==> config.mk <==
export PLATFORM = sky130hd
export DESIGN_NAME = lru_key_value_cache
export DESIGN_NICKNAME = d
export VERILOG_FILES = /design/src/rtl/lkvc_pkg.sv /design/src/rtl/lkvc_lookup.sv /design/src/rtl/lru_key_value_cache.sv
export VERILOG_INCLUDE_DIRS = /design/src /design/src/rtl
export SDC_FILE = /design/constraint.sdc
export NUM_CORES = 2
export LEC_CHECK = 0
export BUFFER_PORTS_ARGS = -buffer_cell sky130_fd_sc_hd__buf_2
export CORE_UTILIZATION = 35
export CTS_BUF_LIST = sky130_fd_sc_hd__clkbuf_4 sky130_fd_sc_hd__clkbuf_8
export DETAILED_ROUTE_END_ITERATION = 8
export PLACE_DENSITY_LB_ADDON = 0.2
export SLEW_MARGIN = 20
export SYNTH_ARGS = -nofsm -noshare
export SYNTH_HDL_FRONTEND = slang
export SYNTH_SLANG_ARGS = --single-unit
==> constraint.sdc <==
create_clock -name clk -period 7.4 [get_ports clk]
set_input_delay 2.22 -clock clk [delete_from_list [all_inputs] [get_ports clk]]
set_output_delay 2.22 -clock clk [all_outputs]
set_load 0.03 [all_outputs]
==> src/rtl/lru_key_value_cache_defines.svh <==
// ----------------------------------------------------------------------------
// lru key value cache assertion macros
// clocked assertion helpers used by lru_key_value_cache
// ----------------------------------------------------------------------------
`ifndef LRU_KEY_VALUE_CACHE_DEFINES_SVH
`define LRU_KEY_VALUE_CACHE_DEFINES_SVH

// property checked on every rising clock edge outside reset
`define LKVC_ASSERT(label, prop, msg) \
  label: assert property (@(posedge clk) disable iff (!rst_n) (prop)) else $error(msg);

// same-cycle implication
`define LKVC_ASSERT_IMPL(label, ante, cons, msg) \
  `LKVC_ASSERT(label, (ante) |-> (cons), msg)

// next-cycle implication
`define LKVC_ASSERT_NEXT(label, ante, cons, msg) \
  `LKVC_ASSERT(label, (ante) |=> (cons), msg)

`endif

==> src/rtl/lkvc_pkg.sv <==
// ----------------------------------------------------------------------------
// lkvc_pkg
// shared types and constants of the lru key value cache
// ----------------------------------------------------------------------------
package lkvc_pkg;

  localparam int DEFAULT_ENTRIES = 16;
  localparam int DATA_W          = 32;
  localparam int CAP_W           = 5;

  localparam logic [CAP_W-1:0]  CAP_RESET  = 5'd16;
  localparam logic [DATA_W-1:0] MISS_VALUE = '1;
  localparam logic [DATA_W-1:0] PUT_VALUE  = '0;

  typedef enum logic {
    CMD_GET = 1'b0,
    CMD_PUT = 1'b1
  } cmd_t;

  typedef struct packed {
    cmd_t                     cmd;
    logic signed [DATA_W-1:0] lookup_key;
    logic signed [DATA_W-1:0] write_value;
  } in_word_t;

  typedef struct packed {
    logic                     hit;
    logic signed [DATA_W-1:0] read_value;
    logic                     evicted;
  } out_word_t;

  typedef struct packed {
    logic hit;
    logic free_any;
  } lkvc_status_t;

endpackage

==> src/rtl/lkvc_lookup.sv <==
// ----------------------------------------------------------------------------
// lkvc_lookup
// parallel key match, lru victim and free slot selection, all one-hot
// ----------------------------------------------------------------------------
module lkvc_lookup #(
  parameter int  ENTRIES = lkvc_pkg::DEFAULT_ENTRIES,
  localparam int RANK_W  = (ENTRIES > 1) ? $clog2(ENTRIES) : 1,
  localparam int CNT_W   = $clog2(ENTRIES + 1)
) (
  input  logic [ENTRIES-1:0]                       valid,
  input  logic [ENTRIES-1:0][lkvc_pkg::DATA_W-1:0] keys,
  input  logic [ENTRIES-1:0][RANK_W-1:0]           ranks,
  input  logic [lkvc_pkg::DATA_W-1:0]              key,
  input  logic [CNT_W-1:0]                         used,
  output logic [ENTRIES-1:0]                       match_oh,
  output logic [ENTRIES-1:0]                       victim_oh,
  output logic [ENTRIES-1:0]                       free_oh,
  output logic [RANK_W-1:0]                        match_rank,
  output lkvc_pkg::lkvc_status_t                   status
);
  import lkvc_pkg::*;

  logic [ENTRIES-1:0] match_raw;
  logic [ENTRIES-1:0] victim_raw;
  logic [ENTRIES-1:0] free_raw;
  logic [CNT_W-1:0]   used_m1;

  assign used_m1 = used - 1'b1;

  always_comb begin
    for (int i = 0; i < ENTRIES; i++) begin
      match_raw[i]  = valid[i] && (keys[i] == key);
      victim_raw[i] = valid[i] && (ranks[i] == used_m1[RANK_W-1:0]);
      free_raw[i]   = !valid[i];
    end
  end

  // lowest set bit wins
  assign match_oh  = match_raw & (~match_raw + 1'b1);
  assign victim_oh = victim_raw & (~victim_raw + 1'b1);
  assign free_oh   = free_raw & (~free_raw + 1'b1);

  always_comb begin
    match_rank = '0;
    for (int i = 0; i < ENTRIES; i++) begin
      match_rank = match_rank | (ranks[i] & {RANK_W{match_oh[i]}});
    end
  end

  assign status.hit      = |match_raw;
  assign status.free_any = |free_raw;

endmodule

==> src/rtl/lru_key_value_cache.sv <==
// ----------------------------------------------------------------------------
// lru_key_value_cache
// fully associative key/value cache with least-recently-used replacement.
// in_data carries a get or put word; in_valid/in_ready accept it. each
// accepted word yields exactly one out_data word on out_valid/out_ready.
// a word accepted into the input register moves on to the output register and
// is presented on out_valid. one word per cycle while out_ready does not stall,
// with key compare and recency rank update combinational between the registers.
// a stalled out_ready holds the result in the output register; the input
// register then fills and in_ready drops until the result is taken.
// cfg_wr_en/cfg_wr_data write the capacity in use (0 acts as 1, values above
// the entry count act as the entry count); write only while idle.
// reset empties the cache at once (valid bits cleared, count zero) and sets
// the capacity to 16; the first word can be taken right after reset.
// ----------------------------------------------------------------------------
`include "lru_key_value_cache_defines.svh"

module lru_key_value_cache #(
  parameter int ENTRIES = lkvc_pkg::DEFAULT_ENTRIES
) (
  input  logic                       clk,
  input  logic                       rst_n,
  input  logic                       in_valid,
  output logic                       in_ready,
  input  lkvc_pkg::in_word_t         in_data,
  output logic                       out_valid,
  input  logic                       out_ready,
  output lkvc_pkg::out_word_t        out_data,
  input  logic                       cfg_wr_en,
  input  logic [lkvc_pkg::CAP_W-1:0] cfg_wr_data
);
  import lkvc_pkg::*;

  localparam int RANK_W = (ENTRIES > 1) ? $clog2(ENTRIES) : 1;
  localparam int CNT_W  = $clog2(ENTRIES + 1);
  localparam int CMP_W  = (CNT_W > CAP_W) ? CNT_W : CAP_W;

  logic [CAP_W-1:0]                 cap_r;
  logic                             s1_valid_r;
  in_word_t                         s1_word_r;
  logic                             out_valid_r;
  out_word_t                        out_word_r;
  out_word_t                        result;

  logic [ENTRIES-1:0]               valid_r, valid_nxt;
  logic [ENTRIES-1:0][DATA_W-1:0]   key_r;
  logic [ENTRIES-1:0][DATA_W-1:0]   value_r;
  logic [ENTRIES-1:0][RANK_W-1:0]   rank_r, rank_nxt;
  logic [CNT_W-1:0]                 used_r, used_nxt;

  logic                             advance;
  logic                             in_fire;
  logic                             is_put;
  logic                             need_evict;
  logic                             insert;
  logic [CMP_W-1:0]                 cap_ext;
  logic [CMP_W-1:0]                 cap_eff;
  logic [ENTRIES-1:0]               match_oh;
  logic [ENTRIES-1:0]               victim_oh;
  logic [ENTRIES-1:0]               free_oh;
  logic [ENTRIES-1:0]               slot_oh;
  logic [ENTRIES-1:0]               wr_oh;
  logic [RANK_W-1:0]                match_rank;
  logic [DATA_W-1:0]                hit_value;
  lkvc_status_t                     status;

  assign advance   = s1_valid_r && (!out_valid_r || out_ready);
  assign in_ready  = !s1_valid_r || advance;
  assign in_fire   = in_valid && in_ready;
  assign out_valid = out_valid_r;
  assign out_data  = out_word_r;

  always_ff @(posedge clk) begin
    if (!rst_n) begin
      cap_r <= CAP_RESET;
    end else if (cfg_wr_en) begin
      cap_r <= cfg_wr_data;
    end
  end

  // input register
  always_ff @(posedge clk) begin
    if (!rst_n) begin
      s1_valid_r <= 1'b0;
    end else if (in_fire) begin
      s1_valid_r <= 1'b1;
    end else if (advance) begin
      s1_valid_r <= 1'b0;
    end
  end

  always_ff @(posedge clk) begin
    if (in_fire) begin
      s1_word_r <= in_data;
    end
  end

  lkvc_lookup #(
    .ENTRIES (ENTRIES)
  ) u_lookup (
    .valid      (valid_r),
    .keys       (key_r),
    .ranks      (rank_r),
    .key        (s1_word_r.lookup_key),
    .used       (used_r),
    .match_oh   (match_oh),
    .victim_oh  (victim_oh),
    .free_oh    (free_oh),
    .match_rank (match_rank),
    .status     (status)
  );

  always_comb begin
    cap_ext = CMP_W'(cap_r);
    if (cap_ext == '0) begin
      cap_eff = CMP_W'(1);
    end else if (cap_ext > CMP_W'(ENTRIES)) begin
      cap_eff = CMP_W'(ENTRIES);
    end else begin
      cap_eff = cap_ext;
    end
  end

  assign is_put     = (s1_word_r.cmd == CMD_PUT);
  assign need_evict = is_put && !status.hit && (CMP_W'(used_r) >= cap_eff);
  assign insert     = is_put && !status.hit && (need_evict || status.free_any);
  assign slot_oh    = need_evict ? victim_oh : free_oh;
  assign wr_oh      = !advance ? '0 :
                      (is_put && status.hit) ? match_oh :
                      insert ? slot_oh : '0;

  always_comb begin
    hit_value = '0;
    for (int i = 0; i < ENTRIES; i++) begin
      hit_value = hit_value | (value_r[i] & {DATA_W{match_oh[i]}});
    end
  end

  always_comb begin
    result.hit     = status.hit;
    result.evicted = need_evict;
    if (is_put) begin
      result.read_value = PUT_VALUE;
    end else if (status.hit) begin
      result.read_value = hit_value;
    end else begin
      result.read_value = MISS_VALUE;
    end
  end

  // recency ranks: 0 is most recent
  always_comb begin
    valid_nxt = valid_r;
    rank_nxt  = rank_r;
    used_nxt  = used_r;
    if (advance) begin
      if (status.hit) begin
        for (int i = 0; i < ENTRIES; i++) begin
          if (match_oh[i]) begin
            rank_nxt[i] = '0;
          end else if (valid_r[i] && (rank_r[i] < match_rank)) begin
            rank_nxt[i] = rank_r[i] + 1'b1;
          end
        end
      end else if (insert) begin
        valid_nxt = valid_r | slot_oh;
        if (!need_evict) begin
          used_nxt = used_r + 1'b1;
        end
        for (int i = 0; i < ENTRIES; i++) begin
          if (slot_oh[i]) begin
            rank_nxt[i] = '0;
          end else if (valid_r[i]) begin
            rank_nxt[i] = rank_r[i] + 1'b1;
          end
        end
      end
    end
  end

  always_ff @(posedge clk) begin
    if (!rst_n) begin
      valid_r <= '0;
      rank_r  <= '0;
      used_r  <= '0;
    end else begin
      valid_r <= valid_nxt;
      rank_r  <= rank_nxt;
      used_r  <= used_nxt;
    end
  end

  always_ff @(posedge clk) begin
    for (int i = 0; i < ENTRIES; i++) begin
      if (wr_oh[i]) begin
        key_r[i]   <= s1_word_r.lookup_key;
        value_r[i] <= s1_word_r.write_value;
      end
    end
  end

  // output register
  always_ff @(posedge clk) begin
    if (!rst_n) begin
      out_valid_r <= 1'b0;
    end else if (advance) begin
      out_valid_r <= 1'b1;
    end else if (out_ready) begin
      out_valid_r <= 1'b0;
    end
  end

  always_ff @(posedge clk) begin
    if (advance) begin
      out_word_r <= result;
    end
  end

  `LKVC_ASSERT(a_used_matches_valid, used_r == $countones(valid_r), "entry count out of step")
  `LKVC_ASSERT_IMPL(a_hit_no_evict, out_valid_r, !(out_word_r.hit && out_word_r.evicted),
    "eviction on a hit")
  `LKVC_ASSERT_NEXT(a_get_keeps_valid, advance && !is_put, $stable(valid_r) && $stable(used_r),
    "get changed the entry set")
  `LKVC_ASSERT_NEXT(a_fill_counts, advance && insert && !need_evict,
    used_r == $past(used_r) + 1'b1, "fill did not grow the count")

endmodule
## Yosys cells after proc, flatten, opt, wreduce, memory -nomap -nowiden

Cells that the tools add are included.
Widths: inputs -> output; s select.

- Output and inout bits: 36
- Bits in registers: 1215
- Input bits: 75

- Reductions and logical operators: 116
- Equal/unequal tests: 48
- $add $sub $neg: 21
- Multiplexer cells: 77
- $lt $le $gt $ge: 18
- Bitwise logic cells: 71

Operator list:

| operator | number |
|---|---|
| $and 32x32->32 | 16 |
| $eq 32x32->1 | 16 |
| $or 32x32->32 | 15 |
| $mux 4 | 64 |
| $mux 64 | 2 |
| $reduce_and 4->1 | 17 |
| $add 4x1->4 const B | 16 |
| $and 4x4->4 | 16 |
| $eq 4x4->1 | 16 |
| $lt 4x4->1 | 16 |
| $mux 16 | 4 |
| $or 4x4->4 | 15 |
| $logic_and 1x1->1 | 54 |
| $add 16x1->16 const B | 3 |
| $and 16x16->16 | 3 |
| $ne 3x2->1 const B | 16 |
| $not 16->16 | 3 |
| $reduce_bool 3->1 | 16 |
| $mux 32 | 1 |
| $reduce_or 16->1 | 2 |
| $logic_not 1->1 | 19 |
| $or 16x16->16 | 1 |
| $mux 5 | 2 |
| $reduce_bool 2->1 | 3 |
| other kinds (9) | 15 |

## Longest topological paths before layout

- Depth in word-level cells: 26
- Depth in mapped cells: 23

## Cells and area by module

Synthesis repeated with hierarchy kept, for this count alone.

- Cells, all modules: 3530
- Area total of the unflattened synthesis: 51997.4 µm²

By module, submodules not included:

| module | area an instance (µm²) | cells each | instances |
|---|---|---|---|
| lru_key_value_cache | 43390.4 | 2424 | 1 |
| lkvc_lookup | 8607.0 | 1106 | 1 |

## Worst setup path after synthesis

OpenSTA, ideal clock, no wires.

- Kind: reg2reg
- From: reg s1_word_r[53] in the netlist's numbering
- To: reg key_r[320] in the netlist's numbering, enable pin
- Library setup time: 514 ps
- Stages on the path, launching flop included: 16
- Period minus slack after synthesis: 7425 ps
- Arrival: 6911 ps
- Path slack: -25 ps
- Cell sequence: edfxtp_1 -> buf_2 -> xor2_1 -> or4_1 -> or4_1 -> nor3_1 -> nor3_1 -> nand4b_1 -> nor3b_1 -> and2_1 -> buf_2 -> inv_1 -> clkbuf_1 -> and2_1 -> nand2_1 -> a22oi_1

RTL lines:

| item | RTL line | text |
|---|---|---|
| start: declaration | lru_key_value_cache.sv:40 | `in_word_t s1_word_r;` |
| start signal: assignment | lru_key_value_cache.sv:94 | `s1_word_r <= in_data;` |
| end signal: indexed assignment | lru_key_value_cache.sv:196 | `key_r[i] <= s1_word_r.lookup_key;` |
| end: declaration | lru_key_value_cache.sv:46 | `logic [ENTRIES-1:0][DATA_W-1:0] key_r;` |

## Worst setup path after layout

- From: reg s1_word_r[53] in the netlist's numbering
- To: reg key_r[121] in the netlist's numbering, enable pin

- Longest elaborated chain between the ends: 11
- Elaborated cells on any way between the ends: 46
- Classes of those cells: 1 x add/sub; 16 x eq/ne; 4 x mux; 2 x bitwise; 23 x reduce/logical

Ends and longest elaborated chain:

| item | RTL line | text |
|---|---|---|
| parallel branches: the longest is 9 deep, another holds $add 16x1->16 | n/a |  |
| $mux 16 (*) | lru_key_value_cache.sv:129 | `(is_put && status.hit) ? match_oh :` |
| $mux 16 (*) | lru_key_value_cache.sv:128 | `assign wr_oh = !advance ? '0 :` |
| via wr_oh[3] | lru_key_value_cache.sv:62 | `logic [ENTRIES-1:0] wr_oh;` |

Mark *: on every way through the listed nets, which the timed path passes.
A chain may end at the register's enable or synchronous reset.

==> impl_metrics.yaml <==
global_route:
  grt_pass1_wl_um: 243000
  gr-total-overflow: 0
  grt_pass1_vias: 33675
  grt_max_degree: 70
  globalRouteTotalUtil_pct: 22.1
  antenna_found_initial: 4
worst_setup_path:
  cp-endpoint: "key_r[121]$_DFFE_PP_"
  path_class: "flop to flop"
  arrival_ns: 6.95
  cp.depth: 14
  startpoint: "s1_word_r[53]$_DFFE_PP_"
  timing.rr.start: "s1_word_r[53]$_DFFE_PP_"
  cp-end-kind: "flop"
  cp_common_cell: "buf_4"
  reg2reg_slack_ns: 1.00
  worstRegToRegCells: 14
  critPathBufInv: 4
  crit_fanout: 32
  critical-path-slowest-cell: "edfxtp_1"
  r2r_end: "key_r[121]$_DFFE_PP_"
  start_kind: "flop"
  cp_top_family: "simple AND/OR/NAND/NOR gates"
  slowest_delay_ns: 1.05
  worstPathRequired_ns: 7.95
  cp_cell_sequence: "buf_4 > xor2_1 > nor4_1 > nand4_1 > nor3_1 > nor4_1 > nand4b_1 > nor3b_1 > and2_2 > inv_1 > and2_1 > buf_4 > a21oi_4 > buf_4"
layout:
  nets: 4178
  syn_to_final_growth_pct: 15.1
  multiInputGateArea_sq_um: 16400
  drive_above_1_share_pct: 15.6
  n_fill_cell: 13906
  ff_latch_area_sq_um: 35600
  fin_util_pct: 40.6
  final_common_cell: "edfxtp_1"
  mostFrequentLayoutCells: "edfxtp_1, xnor2_1, xor2_1"
clocking:
  clkSinkCount: 1215
  clk_pin_slew_ns: 0.06
  numCtsBuffers: 200
  cts_hold_buf: 0
  root_buffer: "clkbuf_8"
  cts_tree: "done"
  post_cts_buffers: 0
  clk_latency_ns: 0.95
  post_cts_resized: 0
  cts_max_level: 4
  cts_buffer_depth: 3
pwr:
  leakage_nw: 19.7
  powerDensity_nw_per_um2: 236
  p_int_w: 0.0110
  pwr-share-clk_pct: 42.7
  sw_frac_of_total_pct: 23.2
  p_sw_w: 0.00334
  seq_power_share_pct: 53.2
  vdd.ir_drop.worst_mv: 0.171
  total_power_w: 0.0144
  p_comb_share_pct: 4.1
sta:
  timing.final.crit_period_ns: 6.40
  period_share_pct: 86.5
  rsz0062_at_grt: "no"
  tightest_slew_ns: 1.09
  setup_violations: 0
  hold_viol: 0
  setup_ws_ns: 1.00
  tns_ns: 0
  fin_skew_ns: 0.0444
  fmax_mhz: 156
  holdWs_ns: 0.514
  max_slew_margin_pct: 27.4
  slew_violations: 0
floorplan:
  ioPinCount: 111
  row_count: 142
  core_area_sq_um: 150000
  die-area_sq_um: 153000
  die_x_um: 391
  start_util_pct: 35.3
  dieHeight_um: 391
yosys:
  ys_seq_area_share_pct: 67.3
  synth_cell_types: 87
  synth_cells: 3797
  ys_warn_count: 0
  syn_area_per_cell_sq_um: 13.9
  synthArstFlopShare_pct: 0
  synth_flop_cell: "edfxtp_1"
  synth-edff-count: 1123
  synth-seq-cells: 1215
  synth_area_sq_um: 52900
  syn_nets: 3911
detailed_routing:
  vias: 34513
  avgViaCountPerCell: 5.53
  dr.pass1.iters: 8
  drc: 0
  ant_nets: 0
  wl_um: 170000
  dr.first_iter.drc_count: 3527
  post_drt_wl_per_cell_um: 27.2
job:
  cap_violations: 0
worst_hold_path:
  hp-class: "flop to flop"
status:
  status: "finished clean"
place:
  placement.io_buffers: 110
  post-dp-hpwl_um: 108000
  pre_cts_slack_ns: 1.06
  globalplace.congestion: 0.951
## through the flow
step / instances / cell area, sq um
2_1_floorplan: 3797 / 52900
5_1_grt: 6244 / 60800
3_5_place_dp: 5878 / 56700
6_report: 6244 / 60800
3_3_place_gp: 5878 / 56700
4_1_cts: 6243 / 60800
## layer usage
metal	routed length [um]	global-route usage [%]
met1	74300	30.5
met2	78400	35.0
met5	0	0
met4	5180	7.38
met3	11900	3.77
## power by group through the flow
stage	Combinational, W	Sequential [W]	Clock, W
after global routing	0.000627	0.00765	0.00656
after detailed placement	0.000589	0.00779	0
final	0.000592	0.00765	0.00613
after global placement	0.000592	0.00779	0
after CTS	0.000592	0.00765	0.00627
after floorplan	0.000320	0.00777	0
## flip-flops by register name, summed over array words and instances, names as in the netlist
signal and cells:
key_r 512, value_r 512, rank_r 64, s1_word_r 64
out_data 34, valid_r 16, cap_ext 5, used_r 5
is_put 1, out_valid 1, s1_valid_r 1
## cell families after synthesis
group | count (synthesis) | synth area share (%)
multiplexers | 30 | 0.570
buffers and inverters | 265 | 2.14
adder cells (fa/ha/maj) | 61 | 1.37
AND/OR/NAND/NOR | 1091 | 11.1
AO/OA/AOI/OAI | 554 | 7.70
XOR/XNOR | 581 | 9.78
flip-flops | 1215 | 67.3
## area by class of cell
cell class,instances,area share (%)
inverters,64,0.395
repair buffers,266,3.24
multi-input cells,2317,27.0
flip-flops and latches,1215,58.5
clock buffers,268,5.38
diodes,1,0.00411
well taps,2016,4.15
clock inverters,97,1.36
## tightest hold or removal path: stages (launching register included)
cell     delay (ns)
dfxtp_1        0.34
mux2i_1        0.07
nor2_1         0.07
## cells in the mapped netlist (all sizes together), types with 15 or more instances
| cell | count | area share, % |
|---|---|---|
| nand4 | 132 | 1.6 |
| maj3 | 22 | 0.45 |
| nor2 | 173 | 1.2 |
| mux2i | 29 | 0.55 |
| a21oi | 131 | 1.2 |
| edfxtp | 1123 | 64 |
| xor2 | 281 | 4.7 |
| nor3 | 64 | 0.61 |
| xnor2 | 294 | 4.9 |
| a211oi | 37 | 0.53 |
| a222oi | 36 | 0.68 |
| nand3 | 168 | 1.6 |
| buf | 88 | 0.89 |
| clkbuf | 113 | 0.80 |
| a31oi | 39 | 0.47 |
| or4 | 27 | 0.38 |
| inv | 63 | 0.45 |
| a22o | 66 | 1.1 |
| nand2 | 191 | 1.4 |
| o21ai | 41 | 0.39 |
| ha | 39 | 0.92 |
| nand4b | 16 | 0.27 |
| nor4 | 119 | 1.4 |
| nor4b | 15 | 0.29 |
| nand2b | 42 | 0.50 |
| a221oi | 67 | 1.1 |
| or3 | 15 | 0.18 |
| and3 | 32 | 0.38 |
| nor2b | 16 | 0.19 |
| nor3b | 15 | 0.21 |
| dfxtp | 92 | 3.5 |
## how the worst min path moves through the flow
stage               slack [ns]                     from  depth (start not counted)                       to
floorplan                 0.46  cap_ext[0]$_SDFFE_PN0P_                          2  cap_ext[0]$_SDFFE_PN0P_
global placement          0.50  cap_ext[0]$_SDFFE_PN0P_                          2  cap_ext[0]$_SDFFE_PN0P_
detailed placement        0.51  cap_ext[0]$_SDFFE_PN0P_                          2  cap_ext[0]$_SDFFE_PN0P_
CTS                       0.52  cap_ext[0]$_SDFFE_PN0P_                          2  cap_ext[0]$_SDFFE_PN0P_
global route              0.56   used_r[4]$_SDFFE_PN0P_                          2   used_r[4]$_SDFFE_PN0P_
finish                    0.51  cap_ext[0]$_SDFFE_PN0P_                          2  cap_ext[0]$_SDFFE_PN0P_
Note: power is estimated with default switching activity, not from simulation.
